<file path="config.mk">
export PLATFORM = sky130hd
export DESIGN_NAME = tvs_ctrl
export DESIGN_NICKNAME = d
export VERILOG_FILES = /design/src/rtl/tvs_pkg.sv /design/src/rtl/tvs_ctrl.sv
export SDC_FILE = /design/constraint.sdc
export NUM_CORES = 1
export LEC_CHECK = 0
export ABC_AREA = 0
export BUFFER_PORTS_ARGS = -buffer_cell sky130_fd_sc_hd__buf_2
export CELL_PAD_IN_SITES_DETAIL_PLACEMENT = 0
export CELL_PAD_IN_SITES_GLOBAL_PLACEMENT = 1
export CORE_MARGIN = 2
export CORE_UTILIZATION = 39
export DETAILED_ROUTE_END_ITERATION = 10
export GPL_TIMING_DRIVEN = 1
export PLACE_DENSITY_LB_ADDON = 0.1
export SLEW_MARGIN = 20
export SYNTH_ARGS = -nofsm -noshare
export SYNTH_HDL_FRONTEND = slang
export SYNTH_SLANG_ARGS = --single-unit
export TNS_END_PERCENT = 20
</file>
<file path="constraint.sdc">
create_clock -name clock -period 2.7 [get_ports clock]
set_input_delay 0.27 -clock clock [delete_from_list [all_inputs] [get_ports clock]]
set_output_delay 0.27 -clock clock [all_outputs]
set_load 0.01 [all_outputs]
</file>
<file path="src/rtl/tvs_pkg.sv">
`default_nettype none
package tvs_pkg;

   typedef enum logic [2:0] {
      ACT_PUSH  = 3'd0,
      ACT_POP   = 3'd1,
      ACT_PEEK  = 3'd2,
      ACT_DUP   = 3'd3,
      ACT_SWAP  = 3'd4,
      ACT_ROT   = 3'd5,
      ACT_DROP  = 3'd6,
      ACT_RESET = 3'd7
   } action_type;

   localparam logic [1:0] ST_OK    = 2'd0;
   localparam logic [1:0] ST_UNDER = 2'd1;
   localparam logic [1:0] ST_OVER  = 2'd2;

   localparam logic [2:0] KIND_ERROR  = 3'd0;
   localparam logic [2:0] KIND_NUMBER = 3'd1;
   localparam logic [2:0] KIND_STRING = 3'd2;
   localparam logic [2:0] KIND_BUFFER = 3'd4;

   // datapath commands issued by the controller
   typedef enum logic [2:0] {
      CMD_NONE,
      CMD_WRITE_NEW,   // write push data at fill
      CMD_WRITE_DUP,   // write rd_a (old top) at fill
      CMD_SWAP,        // top <- rd_b (old second)
      CMD_SWAP_B,      // second <- rd_a (old top)
      CMD_ROT_A,       // top <- rd_b (old second), fetch third into rd_b
      CMD_ROT_B,       // second <- rd_b (old third)
      CMD_ROT_C        // third <- rd_a (old top)
   } cmd_type;

   typedef struct packed {
      logic       load;       // capture request payload
      cmd_type    cmd;
      logic       rd_issue;   // read the addresses for this step
      logic       rsp_load;   // capture result from top read
      logic       rsp_zero;   // result entry is zero
   } ctl_type;

endpackage
`default_nettype wire

</file>
<file path="src/rtl/tvs_ctrl.sv">
`default_nettype none
module tvs_ctrl
   import tvs_pkg::*;
#(
   parameter int STACK_DEPTH = 64,
   parameter int CW = 7
) (
   input  wire logic          clock,
   input  wire logic          reset,
   input  wire logic          in_valid,
   output logic               in_ready,
   input  wire logic [2:0]    in_action,
   output ctl_type            ctl,
   output logic [CW-1:0]      fill,
   output logic               out_valid,
   input  wire logic          out_ready,
   output logic [1:0]         out_status
);

   typedef enum logic [2:0] {
      S_IDLE, S_READ, S_EXEC, S_ROT2, S_RDTOP, S_SHOW, S_OUT
   } state_type;

   state_type     state_ff, state_in;
   action_type    act_ff, act_in;
   logic [CW-1:0] fill_ff, fill_in;
   logic [1:0]    stat_ff, stat_in;

   assign fill = fill_ff;
   assign in_ready = (state_ff == S_IDLE);
   assign out_valid = (state_ff == S_OUT);
   assign out_status = stat_ff;

   // Sequence: READ captures fill checks, EXEC writes (pop goes to OUT), ROT2 ends swap/rot, RDTOP rereads top.
   always_comb begin
      state_in = state_ff;
      act_in = act_ff;
      fill_in = fill_ff;
      stat_in = stat_ff;
      ctl = '0;
      unique case (state_ff)
         S_IDLE: begin
            ctl.load = 1'b1;
            if (in_valid) begin
               act_in = action_type'(in_action);
               state_in = S_READ;
            end
         end
         S_READ: begin
            stat_in = ST_OK;
            ctl.rd_issue = 1'b1;
            state_in = S_EXEC;
            unique case (act_ff)
               ACT_PUSH: if (fill_ff >= CW'(STACK_DEPTH)) stat_in = ST_OVER;
               ACT_POP, ACT_PEEK, ACT_DROP:
                  if (fill_ff == '0) stat_in = ST_UNDER;
               ACT_DUP:
                  if (fill_ff == '0) stat_in = ST_UNDER;
                  else if (fill_ff >= CW'(STACK_DEPTH)) stat_in = ST_OVER;
               ACT_SWAP: if (fill_ff < CW'(2)) stat_in = ST_UNDER;
               ACT_ROT:  if (fill_ff < CW'(3)) stat_in = ST_UNDER;
               default: ;
            endcase
         end
         S_EXEC: begin
            state_in = S_RDTOP;
            if (stat_ff == ST_OK) begin
               unique case (act_ff)
                  ACT_PUSH: begin
                     ctl.cmd = CMD_WRITE_NEW;
                     fill_in = fill_ff + CW'(1);
                  end
                  ACT_DUP: begin
                     ctl.cmd = CMD_WRITE_DUP;
                     fill_in = fill_ff + CW'(1);
                  end
                  ACT_POP: begin
                     ctl.rsp_load = 1'b1;
                     fill_in = fill_ff - CW'(1);
                     state_in = S_OUT;
                  end
                  ACT_DROP: fill_in = fill_ff - CW'(1);
                  ACT_SWAP: begin
                     ctl.cmd = CMD_SWAP;
                     state_in = S_ROT2;
                  end
                  ACT_ROT: begin
                     ctl.cmd = CMD_ROT_A;
                     ctl.rd_issue = 1'b1;
                     state_in = S_ROT2;
                  end
                  ACT_RESET: fill_in = '0;
                  default: ;
               endcase
            end else if (act_ff == ACT_POP) begin
               ctl.rsp_zero = 1'b1;
               state_in = S_OUT;
            end
         end
         S_ROT2: begin
            state_in = S_RDTOP;
            if (act_ff == ACT_SWAP) begin
               // second <- old top, held in rd_a
               ctl.cmd = CMD_SWAP_B;
            end else begin
               // second <- old third, fetched into rd_b
               ctl.cmd = CMD_ROT_B;
            end
         end
         S_RDTOP: begin
            ctl.rd_issue = 1'b1;
            // finish rot: third <- old top, still held in rd_a
            if (act_ff == ACT_ROT && stat_ff == ST_OK) ctl.cmd = CMD_ROT_C;
            state_in = S_SHOW;
         end
         S_SHOW: begin
            if (fill_ff == '0) ctl.rsp_zero = 1'b1;
            else ctl.rsp_load = 1'b1;
            state_in = S_OUT;
         end
         S_OUT: if (out_ready) state_in = S_IDLE;
         default: state_in = S_IDLE;
      endcase
   end

   always_ff @(posedge clock) begin
      if (reset) begin
         state_ff <= S_IDLE;
         fill_ff  <= '0;
         stat_ff  <= ST_OK;
         act_ff   <= ACT_PUSH;
      end else begin
         state_ff <= state_in;
         fill_ff  <= fill_in;
         stat_ff  <= stat_in;
         act_ff   <= act_in;
      end
   end

endmodule
`default_nettype wire

</file>
==> results.py <==
metrics = {
    "placement": {
        "io_buffer_count": 24,
        "placed_wire_length_estimate_after_detailed_placement_mm": 2.09,
        "pre_cts_ws_ps": 212,
        "place.gp.congestion": 0.886,
    },
    "cts": {
        "cts_setup_buffers": 0,
        "cts_buffer_depth": 2,
        "cts_tree": "yes",
        "clk_slew_on_worst_s_h_paths_ps": 90,
        "holdBufCountCts": 0,
        "root_buffer": "clkbuf_4",
        "cts.htree.levels": 1,
        "worst_skew_pair.late_latency_ps": 280,
        "cts_inserted_buffers": 3,
        "cts_num_sinks": 15,
    },
    "layout": {
        "final_net_count": 182,
        "multi_input_comb_area_um2": 773,
        "diodes": 0,
        "syn2layout_area_growth_pct": 14.2,
        "fillers": 300,
        "layout-drive-gt1-share_pct": 21.7,
        "regArea_um2": 300,
    },
    "job": {
        "max-cap-violations": 0,
    },
    "status": {
        "run_status": "finished, final reports clean",
    },
    "pwr": {
        "p_leak_nw": 0.592,
        "power.density_cell_area_nw_per_um2": 723,
        "vdd.ir_drop.worst_mv": 0.531,
        "total_power_mw": 0.940,
    },
    "worst_setup_path": {
        "worstPathRequired_ps": 2920,
        "source_of_the_critical_timing_path": "act_ff[2]",
        "critical-path-top-delay-family": "compound AO/OA/AOI/OAI gates",
        "regToRegStartpoint": "act_ff[2]",
        "critical-path-slowest-cell": "fa_1",
        "r2r_setup_slack_ps": 270,
        "crit_cells": 9,
        "reg2reg_depth": 9,
        "timing.critical_path.slowest_cell_delay_ps": 420,
        "crit_type": "reg2reg",
        "cp-start-kind": "flop",
        "critical_path_buf_inv_count": 1,
        "cp-endpoint": "fill[6]",
        "cp_max_fo": 10,
        "arrival_ps": 2640,
        "cp-end-kind": "flop",
        "r2r_end": "fill[6]",
        "path_cells": "nand2b_1, o22ai_4, inv_1, fa_1, nor2b_1, o2111ai_1, a21o_1, a211o_1, a31oi_1",
    },
    "synth": {
        "async_set_or_reset_flop_fraction_in_the_synthesized_netlist_pct": 0,
        "yosysWarningCount": 0,
        "post-synth-top-count-cell": "nor2_1",
        "syn_area_per_cell_um2": 7.85,
        "syn-num-nets": 160,
        "synthesis.instances": 145,
        "synth_enable_flop_cells": 0,
        "ys_seq_elements": 15,
        "synth_area_um2": 1140,
        "synth_top_cell_by_area": "dfxtp_1",
        "post_synth_main_area_contributors": "dfxtp_1 (26%), ha_1 (7.7%), nor2_1 (6.6%)",
        "synth_top_cells_by_count": "nor2_1 (20), dfxtp_1 (15), nand2_1 (8)",
        "synthFlopType": "dfxtp_1",
        "synth_largest_type_area_fraction_pct": 26.4,
        "seq_area_frac_synth_pct": 26.4,
        "netlist-cell-type-count": 50,
    },
    "timing": {
        "worst_slew_pin_slew_ps": 757,
        "finalSetupViolCount": 0,
        "timing.setup.tns_ps": 0,
        "slew-limit-headroom_pct": 48.2,
        "final_min_period_over_clock_period_pct": 89.9,
        "drv_slew": 0,
        "finClkSkew_ps": 1.78,
        "rsz_0062_raised_after_global_routing": "no",
        "max_clock_freq_ghz": 0.412,
        "finalWorstPathRequiredPeriod_ps": 2430,
        "post-route-worst-setup-slack_ps": 272,
        "final_report_hold_violation_count": 0,
    },
    "routing": {
        "post-route-drc-count": 0,
        "wire_per_inst_um": 13.8,
        "route.antenna.remaining_nets": 0,
        "drt_pass1_iterations": 4,
        "finalWirelength_mm": 2.71,
        "drt_iter0_markers": 43,
        "avgViaCountPerCell": 5.56,
        "num_vias": 1095,
    },
    "die": {
        "die_w_um": 58.0,
        "die_area_um2": 3370,
        "dieHeight_um": 58.0,
        "start_util_pct": 41.3,
        "io-pin-count": 25,
        "coreArea_um2": 2760,
        "placement_rows": 19,
    },
    "global_routing": {
        "via_count_of_the_first_global_routing_pass": 1019,
        "groute.usage.overall_pct": 17.0,
        "wire_length_of_the_first_global_routing_pass_mm": 4.56,
        "grt-ovfl-total": 0,
        "grt_start_max_net_pins": 15,
        "antenna_found_initial": 0,
    },
    "hold_path": {
        "hold_path_class": "in2reg",
    },
}
-- repair_timing --
action                                  4_1_cts  5_1_grt
hold endpoints to repair                      0        0
gates resized for setup                       0        1
endpoints found under the setup margin        0        1
-- worst register-to-register path: cells and delay by family (launching register included) --
| kind | cells | cell delay, ps |
|---|---|---|
| buffers and inverters | 1 | 100 |
| flip-flops | 1 | 400 |
| AO/OA/AOI/OAI | 5 | 1030 |
| adder cells (fa/ha/maj) | 1 | 420 |
| AND/OR/NAND/NOR | 2 | 420 |
-- logic make-up (layout without fill, tap and decap cells) --
group | Yosys count | after routing | synth area share, %
xor+xnor | 5 | 5 | 4.51
simple gates | 58 | 58 | 26.3
buf+inv | 16 | 37 | 6.37
compound gates | 41 | 41 | 25.3
fa+ha+maj | 8 | 8 | 9.45
flops | 15 | 15 | 26.4
mux | 2 | 2 | 1.76
-- per-stage QoR --
stage / utilization, % / instance area (um^2) / hold WS [ps] / cells
after floorplan: - / 1140 / 409 / 145
after CTS: 46.9 / 1290 / 220 / 197
after global routing: 47.1 / 1300 / 234 / 197
final: 47.1 / 1300 / 218 / 197
after global placement: 45.9 / 1270 / 505 / 193
after detailed placement: 45.9 / 1270 / 514 / 193
-- final cells by class --
type / count / share of cell area (%)
clock buffers: 4 / 2.02
inverters: 7 / 2.02
multi-input cells: 114 / 59.5
flip-flops and latches: 15 / 23.1
well taps: 31 / 2.98
repair buffers: 26 / 10.4
-- worst min-delay path by stage --
stage               cells after the start  slack (ps)         start        end
finish                                  3         220  in_action[2]  act_ff[2]
global route                            3         230  in_action[1]  act_ff[1]
CTS                                     3         220  in_action[2]  act_ff[2]
detailed placement                      3         510  in_action[2]  act_ff[2]
global placement                        3         500  in_action[1]  act_ff[1]
floorplan                               2         410  in_action[2]  act_ff[2]
-- sequential cells by signal, indices dropped and copies added (netlist names) --
name        count
act_ff          3
state_ff        3
out_status      2
fill            7
-- layout by cell type (no fill, tap or decap), drive strengths merged, types with 3 or more instances in the layout --
| cell | synthesis | final |
|---|---|---|
| inv | 7 | 7 |
| ha | 7 | 7 |
| a21oi | 7 | 7 |
| a31oi | 3 | 3 |
| clkbuf | 6 | 4 |
| a21o | 4 | 4 |
| nor2 | 21 | 21 |
| nand2 | 8 | 8 |
| nand2b | 7 | 7 |
| nand3 | 4 | 4 |
| o21ai | 7 | 7 |
| buf | 3 | 26 |
| xnor2 | 4 | 4 |
| nor3 | 6 | 6 |
| dfxtp | 15 | 15 |
| nor2b | 3 | 3 |
| o22ai | 3 | 3 |
-- routing by layer --
layer	share of wire (%)	track usage, %	vias up
met5	0	0	-
met2	42	24.4	26
li1	-	-	567
met3	4.5	2.46	2
met4	0.22	4.32	0
met1	53	26.4	500
-- power breakdown --
group / switching [mW] / leakage, nW / total, mW / internal (mW)
combinational: 0.271 / 0.455 / 0.477 / 0.206
sequential: 0.0741 / 0.122 / 0.331 / 0.257
clock: 0.0734 / 0.0150 / 0.131 / 0.0573
total: 0.419 / 0.592 / 0.940 / 0.521
Power figures use the tool's default switching activity.
